--- src/rtl/rrct_pkg.sv ---
// ----------------------------------------------------------------------------
// rrct_pkg: shared types and constants of the round robin completion block
// Sizes, the token that walks the cell row, cell control and result words.
// ----------------------------------------------------------------------------
`default_nettype none

package rrct_pkg;

  // Capacity of the process row and the width of a time value.
  localparam int MAX_PROCS = 16;
  localparam int IDX_W     = $clog2(MAX_PROCS);
  localparam int CNT_W     = $clog2(MAX_PROCS + 1);
  localparam int TIME_W    = 16;
  // Simulated time holds a full set of maximal bursts.
  localparam int SIM_W     = TIME_W + CNT_W;
  // Fixed widths of the result fields.
  localparam int OUT_W     = 20;
  localparam int SUM_W     = 24;
  localparam int PIDX_W    = 4;
  localparam int PCNT_W    = 5;

  // Reset value of the quantum register.
  localparam logic [TIME_W-1:0] QUANTUM_RESET = TIME_W'(4);

  // What the token does in the cell that holds it.
  typedef enum logic [1:0] {
    MODE_SCHED,
    MODE_SUM,
    MODE_EMIT
  } mode_e;

  // Controller states.
  typedef enum logic [1:0] {
    ST_LOAD,
    ST_INIT,
    ST_RUN
  } state_e;

  // Token word handed from one cell to the next.
  typedef struct packed {
    logic             tok;
    mode_e            mode;
    logic             active;
    logic [SIM_W-1:0] now;
    logic [SUM_W-1:0] sum_w;
    logic [SUM_W-1:0] sum_t;
  } link_t;

  // Per-cell control from the controller.
  typedef struct packed {
    logic load;
    logic init;
    logic in_set;
  } ctl_t;

  // Result word of one cell.
  typedef struct packed {
    logic             valid;
    logic [SIM_W-1:0] comp;
    logic [SIM_W-1:0] wt;
    logic [SIM_W:0]   tat;
  } res_t;

endpackage

`default_nettype wire

--- src/rtl/rrct_cell.sv ---
// ----------------------------------------------------------------------------
// rrct_cell: one process slot of the round robin row
// Holds burst, arrival, remaining and completion time of one process and
// acts on the token word as it passes on to the next cell.
// ----------------------------------------------------------------------------
`default_nettype none

module rrct_cell (
  input  wire                          clk_i,
  input  wire                          rst_ni,
  input  rrct_pkg::ctl_t               ctl_i,
  input  wire  [rrct_pkg::TIME_W-1:0]  burst_i,
  input  wire  [rrct_pkg::TIME_W-1:0]  arrival_i,
  input  wire  [rrct_pkg::TIME_W-1:0]  quantum_i,
  input  rrct_pkg::link_t              link_i,
  output rrct_pkg::link_t              link_o,
  output rrct_pkg::res_t               res_o
);

  logic [rrct_pkg::TIME_W-1:0] burst_q, burst_d;
  logic [rrct_pkg::TIME_W-1:0] arrival_q, arrival_d;
  logic [rrct_pkg::TIME_W-1:0] rem_q, rem_d;
  logic [rrct_pkg::SIM_W-1:0]  comp_q, comp_d;
  logic [rrct_pkg::TIME_W:0]   used;
  logic [rrct_pkg::SIM_W-1:0]  used_ext;
  logic [rrct_pkg::SIM_W-1:0]  wt;
  logic [rrct_pkg::SIM_W:0]    tat;
  rrct_pkg::link_t             link_q, link_d;
  rrct_pkg::res_t              res_q, res_d;

  // Waiting and turnaround time from the stored values.
  always_comb begin
    used     = {1'b0, burst_q} + {1'b0, arrival_q};
    used_ext = rrct_pkg::SIM_W'(used);
    if (burst_q != '0 && comp_q > used_ext) begin
      wt = comp_q - used_ext;
    end else begin
      wt = '0;
    end
    tat = (rrct_pkg::SIM_W + 1)'(burst_q) + {1'b0, wt};
  end

  // Token handling: one quantum, one sum step or one result per visit.
  always_comb begin
    burst_d   = burst_q;
    arrival_d = arrival_q;
    rem_d     = rem_q;
    comp_d    = comp_q;
    link_d    = link_i;
    res_d     = '{valid: 1'b0, comp: comp_q, wt: wt, tat: tat};
    if (ctl_i.load) begin
      burst_d   = burst_i;
      arrival_d = arrival_i;
    end
    if (ctl_i.init) begin
      rem_d  = ctl_i.in_set ? burst_q : '0;
      comp_d = '0;
    end
    if (link_i.tok && ctl_i.in_set) begin
      unique case (link_i.mode)
        rrct_pkg::MODE_SCHED: begin
          if (rem_q != '0) begin
            link_d.active = 1'b1;
            if (rem_q > quantum_i) begin
              link_d.now = link_i.now + rrct_pkg::SIM_W'(quantum_i);
              rem_d      = rem_q - quantum_i;
            end else begin
              link_d.now = link_i.now + rrct_pkg::SIM_W'(rem_q);
              rem_d      = '0;
              comp_d     = link_i.now + rrct_pkg::SIM_W'(rem_q);
            end
          end
        end
        rrct_pkg::MODE_SUM: begin
          link_d.sum_w = link_i.sum_w + rrct_pkg::SUM_W'(wt);
          link_d.sum_t = link_i.sum_t + rrct_pkg::SUM_W'(tat);
        end
        rrct_pkg::MODE_EMIT: begin
          res_d.valid = 1'b1;
        end
        default: begin
        end
      endcase
    end
  end

  // Process data needs no reset.
  always_ff @(posedge clk_i) begin
    burst_q   <= burst_d;
    arrival_q <= arrival_d;
    rem_q     <= rem_d;
    comp_q    <= comp_d;
  end

  // Token and result registers.
  always_ff @(posedge clk_i or negedge rst_ni) begin
    if (!rst_ni) begin
      link_q <= '0;
      res_q  <= '0;
    end else begin
      link_q <= link_d;
      res_q  <= res_d;
    end
  end

  assign link_o = link_q;
  assign res_o  = res_q;

endmodule

`default_nettype wire

--- config.mk ---
export PLATFORM = sky130hd
export DESIGN_NAME = rrct_cell
export DESIGN_NICKNAME = d
export VERILOG_FILES = /design/src/rtl/rrct_pkg.sv /design/src/rtl/rrct_cell.sv
export SDC_FILE = /design/constraint.sdc
export NUM_CORES = 1
export LEC_CHECK = 0
export ABC_AREA = 1
export BUFFER_PORTS_ARGS = -buffer_cell sky130_fd_sc_hd__buf_2
export CAP_MARGIN = 30
export CORE_MARGIN = 5
export CORE_UTILIZATION = 43
export DETAILED_ROUTE_END_ITERATION = 12
export GPL_ROUTABILITY_DRIVEN = 1
export GPL_TIMING_DRIVEN = 0
export PLACE_DENSITY = 0.73
export SYNTH_ARGS = -nofsm -noshare
export SYNTH_HDL_FRONTEND = slang
export SYNTH_SLANG_ARGS = --single-unit
--- constraint.sdc ---
create_clock -name clk_i -period 13.8 [get_ports clk_i]
set_input_delay 0.69 -clock clk_i [delete_from_list [all_inputs] [get_ports clk_i]]
set_output_delay 0.69 -clock clk_i [all_outputs]
set_load 0.02 [all_outputs]
## Word-level counts from Yosys, hierarchy flattened

Cells that the tools add are included.

- Add/sub/neg operators: 8
- $lt $le $gt $ge: 2
- Equal/unequal tests: 2
- Muxes and demuxes: 19
- Reductions and logical operators: 5

Operators by type and width:

| kind | number |
|---|---|
| 2-to-1 mux 21 bit | 7 |
| 2-to-1 mux 16 bit | 6 |
| 2-to-1 mux 70 bit | 1 |
| 2-to-1 mux 48 bit | 1 |
| 2-to-1 mux 22 bit | 2 |
| adder 21 x 16 -> 21 bit | 2 |
| nonzero test 16 bit | 2 |
| adder 24 x 21 -> 24 bit | 1 |
| adder 24 x 22 -> 24 bit | 1 |
| adder 16 x 21 -> 22 bit | 1 |
| greater-than comparator 21 x 17 -> 1 bit | 1 |
| subtractor 21 x 17 -> 21 bit | 1 |
| adder 16 x 16 -> 17 bit | 1 |
| greater-than comparator 16 bit | 1 |
| subtractor 16 bit | 1 |
| == test 2 x 1 -> 1 bit, second input constant | 1 |
| == test 2 bit, second input constant | 1 |
| logical AND 1 bit | 2 |
| logical NOT 2 bit | 1 |
| 2-to-1 mux 1 bit | 2 |

- Flip-flop bits (word level): 207
- Input port bits: 126
- Logic and storage cells: 50

## Depth between registers and ports, before layout

Gate-level depths: netlist of the first run.

- Depth after elaboration: 8
- Gate-level depth with buffers: 45
- Gate-level depth less buffers: 45

## Worst setup path before layout of the first run

OpenSTA, ideal clock, no wires.

- Path kind: register to register
- From: register burst_q[2] (netlist bit)
- To: register link_q (netlist bit link_o[21])
- Library setup time: 0.118 ns
- Arrival: 5.926 ns
- Required time: 13.682 ns
- Path slack: 7.756 ns
- Stages on the path, launching flop included: 43
- Clock period less this slack: 6.044 ns
- Path through: edfxtp_1 > ha_1 > a21oi_1 > nand2_1 > nand2_1 > a22oi_1 > nand2_1 > nand2_1 > a21boi_0 > o21ai_0 > nand2_1 > nand2_1 > ha_1 > nand2_1 > nor2_4 > nand2_1 > nor2_2 > nand2_2 > [7 not listed] > fa_1 > o21ai_1 > nand4_1 > nand2_1 > a21oi_1 > nor3_4 > nand4_1 > nand2_1 > inv_1 > ha_1 > nand2_1 > nor2_1 > nand2_1 > or3_1 > nand3_1 > nand2_1 > nand3_1 > nand2_1

RTL lines:

| element | RTL line | RTL |
|---|---|---|
| start, declared | rrct_cell.sv:20 | `logic [rrct_pkg::TIME_W-1:0] burst_q, burst_d;` |
| start signal, assigned | rrct_cell.sv:89 | `burst_q <= burst_d;` |
| end signal, assigned | rrct_cell.sv:101 | `link_q <= link_d;` |
| end, declared | rrct_cell.sv:28 | `rrct_pkg::link_t link_q, link_d;` |

==> qor.txt, run 1 <==
Status: completed
Worst Path Buf+Inv: 5
DR vias: 14.5k
Peak supply drop: 0.0958 mV
Critical path peak fanout: 10
Final hold vios: 0
Post-cts hold buffer count: 0
Crit path arrival time: 8.65 ns
CP Class: reg2reg
Yosys warns: 0
Core region area: 0.0344 mm^2
Max Cap Viol: 0
Clk_skew: 0.0345 ns
Final Wtd Congestion: 0.963
Routed Antenna Nets: 0
Top area cells in the synthesized netlist: dfrtp_1 23%, nand2_1 12%, ha_1 12%
Setup WS post-layout: 5.59 ns
Worst-margin pin slew: 0.879 ns
Layout Nets: 2513
Number of global-route vias before repair: 14.3k
First-pass GRT wire length: 78900 um
WL final: 51400 um
Starting DRT DRC Count: 967
Clock sink count: 207
Cell row count: 68
DRC Markers: 0
CP endpoint kind: register
Post-placement worst setup slack: 5.63 ns
H-tree levels: 1
Final core utilization: 0.512
Non-filler cells, final: 2712
Initial core utilization: 0.433
CTS tree: done
Yosys top cell by area: dfrtp_1
Setup total negative slack: 0 ns
Die area: 0.0385 mm^2
P per Cell Area: 150 mW/mm^2
Post-CTS Setup Bufs: 0
Post-synthesis instance area: 0.0149 mm^2
Dpl cells: 2668
Area Overhead vs Synth: 18.3%
Startpoint types: register
Final worst-path cycle share: 0.595
RSZ-0062 raised after global routing: no
Delay-heaviest family, CP: simple AND/OR/NAND/NOR gates
Cells after Synth: 1951
DP HPWL: 42000 um
Pin count of the biggest net entering global routing: 93
LEAKAGE: 9.36 nW
DRT Pass-1 Iters: 7
Relative slew slack: 0.414
Vert. Die Dim: 196 um
Fin crit period: 8.21 ns
CTS Buf Count: 23
Vias per cell: 5.33
Syn Area/Cell: 7.63 um^2
Min-Delay Path Class: in2async
Die Width: 196 um
Seq/Total Area, Yosys: 0.346
CTS Root Cell: clkbuf_16
Synth Net Count: 2226
Final Slew Violations: 0
WL per Instance: 19.0 um
Antenna violations before repair: 2
Final setup fails: 0
Post_cts resized: 0
Cell mode on critical path: nand2_1
IO Port Bufs: 261
Max incr delay on CP: 0.55 ns
Clk Latency, worst-skew pair: 0.55 ns
Netlist cell types: 57
Fmax achieved: 0.122 GHz
Total grt overflow: 0
# IOs: 264
Synth Register Bits: 207
Share of cells above drive strength 1: 0.168
WHS: 0.0970 ns
Clock Pin Slew Worst Setup and Hold Paths: 0.07 ns
Global-route usage over all layers: 0.260
Req. time, crit path: 14.24 ns
Top cell type's share of synthesized area: 0.232
CP max stage cell: a22oi_1
CTS max path bufs: 3
-- power by group --
part / internal (mW) / leakage, nW / switching (mW)
combinational: 0.424 / 6.65 / 0.825
sequential: 0.703 / 2.32 / 0.0449
clock: 0.372 / 0.394 / 0.271
total: 1.50 / 9.36 / 1.14
-- cell usage in the layout (no fill, tap or decap), types with 7 or more instances in the layout --
cell type | synthesis | layout
a21o_1 | 15 | 15
a21oi_1 | 142 | 142
a31oi_1 | 13 | 13
buf_2 | 5 | 265
buf_6 | 6 | 7
clkbuf_1 | 17 | 17
clkbuf_16 | 0 | 23
dfrtp_1 | 138 | 138
dfxtp_1 | 37 | 37
edfxtp_1 | 32 | 32
fa_1 | 8 | 8
ha_1 | 141 | 141
inv_1 | 238 | 238
inv_2 | 9 | 9
nand2_1 | 490 | 490
nand2_2 | 14 | 14
nand3_1 | 110 | 110
nand3b_1 | 9 | 9
nand4_1 | 28 | 28
nor2_1 | 135 | 135
nor2_2 | 9 | 9
nor2_4 | 7 | 7
nor3_1 | 23 | 23
o211ai_1 | 12 | 12
o21ai_0 | 106 | 106
o21ai_1 | 15 | 15
o21bai_1 | 13 | 13
xnor2_1 | 40 | 40
xor2_1 | 66 | 66
-- registers in the layout, indices dropped and copies added (netlist names) --
signal / flops
arrival_q: 16
burst_q: 16
comp_q: 21
link_o: 73
rem_q: 16
res_o: 65
-- synthesized netlist by cell type, drive strengths merged --
library cell,n
o21bai,13
fa,8
mux2i,2
a21oi,143
a21o,15
xnor2,40
nand3,113
buf,12
and3,1
o22ai,6
nor3,25
o2111ai,2
edfxtp,32
o211a,2
a22oi,1
or2,9
o21ai,122
o21a,6
nor2b,1
nand4,28
o31ai,6
a211oi,4
o221ai,6
dfxtp,37
nor2,152
xor2,66
nand3b,9
a21boi,8
or3,1
a31oi,13
dfrtp,138
and2,1
clkbuf,17
o211ai,16
nand2,507
inv,248
ha,141
-- path summary, 6_finish.rpt --
check / cells past startpoint / slack [ns] / to / from
hold reg to reg: 0 / 0.35 / res_o[43]$_DFF_PN0_ / comp_q[0]$_DFF_P_
setup reg to reg: 41 / 5.59 / link_o[23]$_DFF_PN0_ / burst_q[2]$_DFFE_PP_
hold / removal: 1 / 0.1 / res_o[22]$_DFF_PN0_ / rst_ni
max in group asynchronous: 2 / 12.92 / res_o[34]$_DFF_PN0_ / rst_ni
setup / recovery: 41 / 5.59 / link_o[23]$_DFF_PN0_ / burst_q[2]$_DFFE_PP_
min in group clk_i: 1 / 0.30 / link_o[72]$_DFF_PN0_ / link_i[72]
-- stage by stage --
step	area, um^2	power [mW]
CTS	17600	2.64
finish	17600	2.64
global placement	16800	1.98
detailed placement	16800	1.99
global route	17600	2.81
floorplan	14900	1.62
-- cell type report --
type	instances	area, um^2
inverter	248	933
fill	3381	16800
sequential	207	5150
timing repair buffer	262	1340
buffer	29	164
clock buffer	27	631
multi-input combinational	1467	8640
antenna	2	5.00
clock inverter	15	174
tap	455	569
-- per-layer routing --
metal	global-route usage	vias up	part of all wire
met5	0	-	0.00023
met4	0.0944	2	0.038
met3	0.0380	106	0.074
met2	0.429	579	0.45
met1	0.349	6713	0.43
li1	-	7068	-
-- logic make-up after synthesis --
kind of cell	Yosys count	share of synthesized area
AOI/OAI and AO/OA	363	0.141
and+or+nand+nor	847	0.246
DFF	207	0.346
adders and majority gates	149	0.129
xor gates and xnor gates	106	0.0623
muxes	2	0.00134
buffers and inverters	277	0.0737
Note: power is estimated with default switching activity, not from simulation.
==> run 2, diff against run 1 <==
- clock period: 13.8 -> 8.5 ns (I/O delays scaled with it)
==> run 2 against run 1 <==
Sequential cell count unchanged. Combinational power up 62%. Register-to-register slack worse by 5.1 ns. Utilization up 0.055 points. Final area up 0.11%. Setup slack worse by 5.1 ns. Global-route usage about the same. Power up 63%. Die area unchanged. First-iteration DRC count up 1.8%.
==> qor.txt, run 2 (synthesis gave the netlist of run 1 again) <==
WL per Instance: 19.0 um (about the same)
Max incr delay on CP: 0.51 ns (was 0.55 ns)
Max Cap Viol: 0 (unchanged)
Crit path launch: burst_q[2]$_DFFE_PP_ (unchanged)
Total grt overflow: 0 (unchanged)
Clk Latency, worst-skew pair: 0.55 ns (about the same)
DRT Pass-1 Iters: 6 (was 7)
DR vias: 14.5k (about the same)
Crit path arrival time: 8.43 ns (was 8.65 ns)
IO Port Bufs: 261 (unchanged)
Area Overhead vs Synth: 18.4% (was 18.3%)
Number of global-route vias before repair: 14.3k (about the same)
RSZ-0062 raised after global routing: no (unchanged)
Grt peak-use layer: met2 (unchanged)
DRC Markers: 0 (unchanged)
Fmax achieved: 0.125 GHz (was 0.122 GHz)
Vias per cell: 5.35 (was 5.33)
Startpoint types: register (unchanged)
Die area: 0.0385 mm^2 (unchanged)
Starting DRT DRC Count: 984 (was 967)
Commonest non-fill, non-tap cells in the layout: 490 x nand2_1, 265 x buf_2, 238 x inv_1 (unchanged)
Total power: 4.29 mW (was 2.64 mW)
Final Cell Area: 0.0176 mm^2 (about the same)
Final Wtd Congestion: 0.963 (unchanged)
Global-route usage over all layers: 0.260 (about the same)
CP max stage cell: edfxtp_1 (was a22oi_1)
Clk_skew: 0.0319 ns (was 0.0345 ns)
Antenna violations before repair: 2 (unchanged)
Peak supply drop: 0.155 mV (was 0.0958 mV)
Final hold vios: 0 (unchanged)
M3 GR Usage: 0.0378 (was 0.0380)
HP Start: link_i[72]
Commonest non-fill, non-tap cell in the layout: nand2_1 (unchanged)
Critical path peak fanout: 10 (unchanged)
Clock Pin Slew Worst Setup and Hold Paths: 0.07 ns (about the same)
Relative slew slack: 0.416 (was 0.414)
Cell mode on critical path: nand2_1 (unchanged)
Share of cells above drive strength 1: 0.169 (was 0.168)
Vert. Die Dim: 196 um (unchanged)
Layout Nets: 2514 (was 2513)
Dpl cells: 2668 (unchanged)
DP HPWL: 42000 um (unchanged)
CP endpoint kind: register (unchanged)
Cell row count: 68 (unchanged)
Status: completed (unchanged)
LEAKAGE: 9.37 nW (was 9.36 nW)
Core region area: 0.0344 mm^2 (unchanged)
Reg2Reg Launch Point: burst_q[2]$_DFFE_PP_ (unchanged)
Req. time, crit path: 8.94 ns (was 14.24 ns)
Setup total negative slack: 0 ns (unchanged)
CP Class: reg2reg (unchanged)
CTS max path bufs: 3 (unchanged)
Met1 usage: 0.349 (about the same)
CTS tree: done (unchanged)
Non-filler cells, final: 2713 (was 2712)
CTS Root Cell: clkbuf_16 (unchanged)
Die Width: 196 um (unchanged)
CTS Buf Count: 23 (unchanged)
# IOs: 264 (unchanged)
Worst-margin pin slew: 0.876 ns (was 0.879 ns)
Final worst-path cycle share: 0.941 (was 0.595)
First-pass GRT wire length: 79000 um (was 78900 um)
Pin count of the biggest net entering global routing: 93 (unchanged)
Max reg flops: 73 (unchanged)
Min-Delay Path Class: in2reg (was in2async)
Routed Antenna Nets: 0 (unchanged)
Final setup fails: 0 (unchanged)
Fin crit period: 8.00 ns (was 8.21 ns)
Clock sink count: 207 (unchanged)
H-tree levels: 1 (unchanged)
WL final: 51400 um (about the same)
Final Slew Violations: 0 (unchanged)
Met2 GRT Util: 0.429 (unchanged)
Placed inst area: 0.0168 mm^2 (unchanged)
Initial core utilization: 0.433 (unchanged)
P per Cell Area: 243 mW/mm^2 (was 150 mW/mm^2)
-- run 2: changes by cell type in the layout (fill, tap and decap cells not counted), sizes merged --
cell         delta
dlygate4sd3     +1
-- run 2: final timing paths --
path | endpoint | slack [ns] | cells after the start
min in group asynchronous | res_o[22]$_DFF_PN0_ | 0.41 | 2
min | link_o[72]$_DFF_PN0_ | 0.03 | 1
max in group asynchronous | res_o[34]$_DFF_PN0_ | 7.30 | 3
max reg2reg | link_o[23]$_DFF_PN0_ | 0.50 | 41
min reg2reg | res_o[43]$_DFF_PN0_ | 0.35 | 0
max | link_o[23]$_DFF_PN0_ | 0.50 | 41
-- run 2: through the flow --
step | worst slack (ns) | util | hold WS, ns
floorplan | 2.46 | - | 0.129
global placement | 0.430 | 0.488 | 0.336
detailed placement | 0.330 | 0.489 | 0.342
CTS | 0.297 | 0.513 | 0.0171
global route | 0.0533 | 0.513 | 0.0216
finish | 0.502 | 0.513 | 0.0293
-- run 2: power breakdown --
part / switching [mW] / internal, mW / total [mW]
Sequential: 0.0729 / 1.14 / 1.21
Combinational: 1.34 / 0.690 / 2.03
Clock: 0.444 / 0.605 / 1.05
-- run 2: repair_timing --
action,CTS,global route
gates resized for setup,0,2
endpoints found under the hold margin,46,0
endpoints found under the setup margin,0,3
buffers inserted,0,0
hold buffers,1,0
-- run 2: critical path, delay by kind of cell, from the launching register on --
family,cells,cell delay (ns)
AND/OR/NAND/NOR,24,3.46
AO/OA/AOI/OAI,5,1.22
flip-flops,1,0.51
buffers and inverters,5,0.54
XOR/XNOR,2,0.32
adder cells (fa/ha/maj),5,1.82
-- run 2: final cells by class --
| cell class | instances | area, um^2 |
|---|---|---|
| well taps | 455 | 569 |
| plain buffers | 29 | 164 |
| diodes | 2 | 5.00 |
| clock inverters | 15 | 174 |
| fillers | 3377 | 16700 |
| multi-input cells | 1467 | 8650 |
| flip-flops and latches | 207 | 5150 |
| clock buffers | 27 | 631 |
| inverters | 248 | 933 |
| repair buffers | 263 | 1350 |
-- run 2: routing by layer --
layer	vias up	wire, um
met5	-	12
met4	2	1940
met3	110	3910
met2	621	23300
met1	6705	22200
li1	7064	-
==> run 3, diff against run 2 <==
- ABC_AREA: 1 -> default
- PLACE_DENSITY: 0.73 -> 0.74
==> run 3 against run 2 <==
Die area down 9.2%. Worst hold slack better by 0.0012 ns. Clock power up 4%. Setup slack worse by 0.045 ns. First-iteration DRC count down 23%. Clock skew down 0.0045 ns. Sequential cell count unchanged. Combinational power down 20%. Critical path type unchanged. Critical endpoint unchanged.
==> qor.txt, run 3 <==
Status: completed (unchanged)
Initial core utilization: 0.437 (was 0.433)
CTS tree: done (unchanged)
Share of cells above drive strength 1: 0.208 (was 0.169)
P per Cell Area: 237 mW/mm^2 (was 243 mW/mm^2)
LEAKAGE: 7.91 nW (was 9.37 nW)
Fin crit period: 8.04 ns (was 8.00 ns)
Top cell type's share of synthesized area: 0.257 (was 0.232)
DR vias: 11.9k (was 14.5k)
Global-route usage over all layers: 0.234 (was 0.260)
Total grt overflow: 0 (unchanged)
Final setup fails: 0 (unchanged)
Clock share of power: 0.279 (was 0.244)
# IOs: 264 (unchanged)
Seq. cell area: 0.00515 mm^2 (unchanged)
Max layer used: met5 (unchanged)
Fmax achieved: 0.124 GHz (was 0.125 GHz)
Final Cell Area: 0.0164 mm^2 (was 0.0176 mm^2)
Async SR Flop Fraction: 0.667 (unchanged)
CP endpoint kind: register (unchanged)
Cells after Synth: 1441 (was 1951)
Synth Register Bits: 207 (unchanged)
Pin count of the biggest net entering global routing: 79 (was 93)
Antenna violations before repair: 2 (unchanged)
Top-count cell post-synth: nand2_1 (unchanged)
Adder-cell share of the synthesized area: 0.143 (was 0.129)
Multi-input logic area: 0.00815 mm^2 (was 0.00865 mm^2)
Vias per cell: 5.50 (was 5.35)
Synth Area in Simple Gates: 0.158 (was 0.246)
Seq pwr share: 0.305 (was 0.283)
Ant diodes: 0 (was 2)
Seq/Total Area, Yosys: 0.383 (was 0.346)
Fillers: 2761 (was 3377)
Commonest non-fill, non-tap cells in the layout: 261 x buf_2, 155 x nand2_1, 138 x ha_1, 138 x dfrtp_1, 101 x a21oi_1 (was 490 x nand2_1, 265 x buf_2, 238 x inv_1)
Routed Antenna Nets: 0 (unchanged)
Vert. Die Dim: 187 um (was 196 um)
Clk Latency, worst-skew pair: 0.53 ns (was 0.55 ns)
Peak supply drop: 0.162 mV (was 0.155 mV)
Max reg flops: 73 (unchanged)
Core region area: 0.0307 mm^2 (was 0.0344 mm^2)
Combinational family with the most area after synthesis: compound AO/OA/AOI/OAI gates (was simple AND/OR/NAND/NOR gates)
H-tree levels: 1 (unchanged)
WL met1: 17900 um (was 22200 um)
Cell row count: 64 (was 68)
Relative slew slack: 0.483 (was 0.416)
CP Class: reg2reg (unchanged)
Syn Area/Cell: 9.33 um^2 (was 7.63 um^2)
Req. time, crit path: 8.95 ns (was 8.94 ns)
Main flop type after synthesis: dfrtp_1 (unchanged)
DRC Markers: 0 (unchanged)
Final Slew Violations: 0 (unchanged)
Post-synthesis instance area: 0.0134 mm^2 (was 0.0149 mm^2)
IO Port Bufs: 261 (unchanged)
WL per Instance: 19.5 um (was 19.0 um)
Die area: 0.0349 mm^2 (was 0.0385 mm^2)
Crit path arrival time: 8.50 ns (was 8.43 ns)
Yosys warns: 0 (unchanged)
Critical path peak fanout: 10 (unchanged)
Post-synth EDFFs: 32 (unchanged)
Starting DRT DRC Count: 762 (was 984)
Final Wtd Congestion: 0.910 (was 0.963)
Placed inst area: 0.0153 mm^2 (was 0.0168 mm^2)
Final hold vios: 0 (unchanged)
Total power: 3.90 mW (was 4.29 mW)
Post-synthesis mux area share: 0.0105 (was 0.00134)
Area Overhead vs Synth: 22.2% (was 18.4%)
WL final: 42100 um (was 51400 um)
Max incr delay on CP: 0.46 ns (was 0.51 ns)
Commonest non-fill, non-tap cell in the layout: buf_2 (was nand2_1)
Compound-cell area share of the yosys netlist: 0.198 (was 0.141)
Startpoint types: register (unchanged)
CP max stage cell: o41a_1 (was edfxtp_1)
RSZ-0062 raised after global routing: no (unchanged)
Synth Net Count: 1716 (was 2226)
Setup slack, reg-to-reg: 0.46 ns (was 0.50 ns)
DRT Pass-1 Iters: 5 (was 6)
DP HPWL: 33800 um (was 42000 um)
Final worst-path cycle share: 0.946 (was 0.941)
Max Cap Viol: 0 (unchanged)
Clock sink count: 207 (unchanged)
Metal3 WL: 2600 um (was 3910 um)
Die Width: 187 um (was 196 um)
Switching Fraction: 0.372 (was 0.433)
Min-Delay Path Class: in2reg (unchanged)
Clk_skew: 0.0274 ns (was 0.0319 ns)
XOR/XNOR share of the synthesized area: 0.0808 (was 0.0623)
Top cells by count, synth: 155 x nand2_1, 141 x ha_1, 138 x dfrtp_1 (was 490 x nand2_1, 238 x inv_1, 142 x a21oi_1)
Met2 Routed Length: 20300 um (was 23300 um)
First-pass GRT wire length: 66100 um (was 79000 um)
CTS Buf Count: 25 (was 23)
Int Power: 2.45 mW (was 2.44 mW)
Top area cells in the synthesized netlist: dfrtp_1 26%, ha_1 13%, edfxtp_1 7.1% (was dfrtp_1 23%, nand2_1 12%, ha_1 12%)
CTS Root Cell: clkbuf_16 (unchanged)
Number of global-route vias before repair: 12.2k (was 14.3k)
Yosys top cell by area: dfrtp_1 (unchanged)
CTS max path bufs: 3 (unchanged)
Switching power: 1.45 mW (was 1.86 mW)
Netlist cell types: 74 (was 57)
Logic gate share of total power: 0.416 (was 0.473)
Clock Pin Slew Worst Setup and Hold Paths: 0.06 ns (was 0.07 ns)
Worst-margin pin slew: 0.775 ns (was 0.876 ns)
Layout Nets: 2016 (was 2514)
-- run 3: changes by cell type after synthesis, sizes merged, moves of 35 or more --
cell	before	now
a21oi	143	108
inv	248	56
nand2	507	156
nand3	113	24
nor2	152	88
-- run 3: cells by family after synthesis --
group,count (synthesis)
compound gates,418
xor+xnor,124
fa+ha+maj,149
buf+inv,91
flops,207
mux,14
simple gates,438
-- run 3: worst paths after layout --
kind,endpoint,from,cells past startpoint
worst max register to register,link_o[23]$_DFF_PN0_,burst_q[0]$_DFFE_PP_,37
min in group asynchronous,link_o[0]$_DFF_PN0_,rst_ni,2
worst min-delay path,link_o[72]$_DFF_PN0_,link_i[72],1
max in group asynchronous,res_o[52]$_DFF_PN0_,rst_ni,3
worst min register to register,res_o[43]$_DFF_PN0_,comp_q[0]$_DFF_P_,0
worst max-delay path,link_o[23]$_DFF_PN0_,burst_q[0]$_DFFE_PP_,37
-- run 3: routing by layer --
metal / vias to the layer above / track usage
met5: - / 0
met1: 5528 / 0.303
li1: 5839 / -
met2: 430 / 0.409
met3: 66 / 0.0356
met4: 4 / 0.0617
-- run 3: final cells by class --
class | instances | share of cell area
flip-flops and latches | 207 | 0.314
repair buffers | 274 | 0.0871
inverters | 56 | 0.0128
plain buffers | 34 | 0.00921
well taps | 396 | 0.0301
clock buffers | 34 | 0.0425
clock inverters | 12 | 0.00906
multi-input cells | 1143 | 0.496
-- run 3: repair_timing --
| action | CTS | global route |
|---|---|---|
| hold buffers | 1 | 0 |
| setup endpoints to repair | 14 | 14 |
| setup buffers | 2 | 9 |
| endpoints found under the hold margin | 60 | 0 |
| gates resized for setup | 14 | 34 |
| pin swaps | 1 | 22 |
-- run 3: power by group through the flow --
| stage | Clock [mW] | Combinational, mW | Sequential [mW] |
|---|---|---|---|
| 5_1_grt | 1.16 | 1.78 | 1.20 |
| 2_1_floorplan | 0 | 0.985 | 1.31 |
| 6_report | 1.09 | 1.62 | 1.19 |
| 3_5_place_dp | 0 | 1.51 | 1.21 |
| 3_3_place_gp | 0 | 1.47 | 1.21 |
| 4_1_cts | 1.11 | 1.54 | 1.19 |
-- run 3: per-stage QoR --
| stage | setup WS [ns] | utilization | hold WS (ns) | TNS, ns | instances |
|---|---|---|---|---|---|
| final | 0.457 | 0.535 | 0.0305 | 0 | 2156 |
| after global routing | 0.0147 | 0.535 | 0.0220 | 0 | 2156 |
| after CTS | -0.0120 | 0.527 | 0.00868 | -0.0120 | 2148 |
| after detailed placement | -0.779 | 0.497 | 0.339 | -5.49 | 2099 |
| after global placement | -0.543 | 0.496 | 0.338 | -2.87 | 2098 |
| after floorplan | 0.984 | - | 0.129 | 0 | 1441 |
-- run 3: worst max-delay path, delay by kind of cell, from the launching register on --
family / cells / cell delay [ns]
DFF: 1 / 0.38
and+or+nand+nor: 10 / 1.36
adders and majority gates: 5 / 1.43
AOI/OAI and AO/OA: 16 / 3.86
xor gates and xnor gates: 3 / 0.57
buffers and inverters: 3 / 0.35
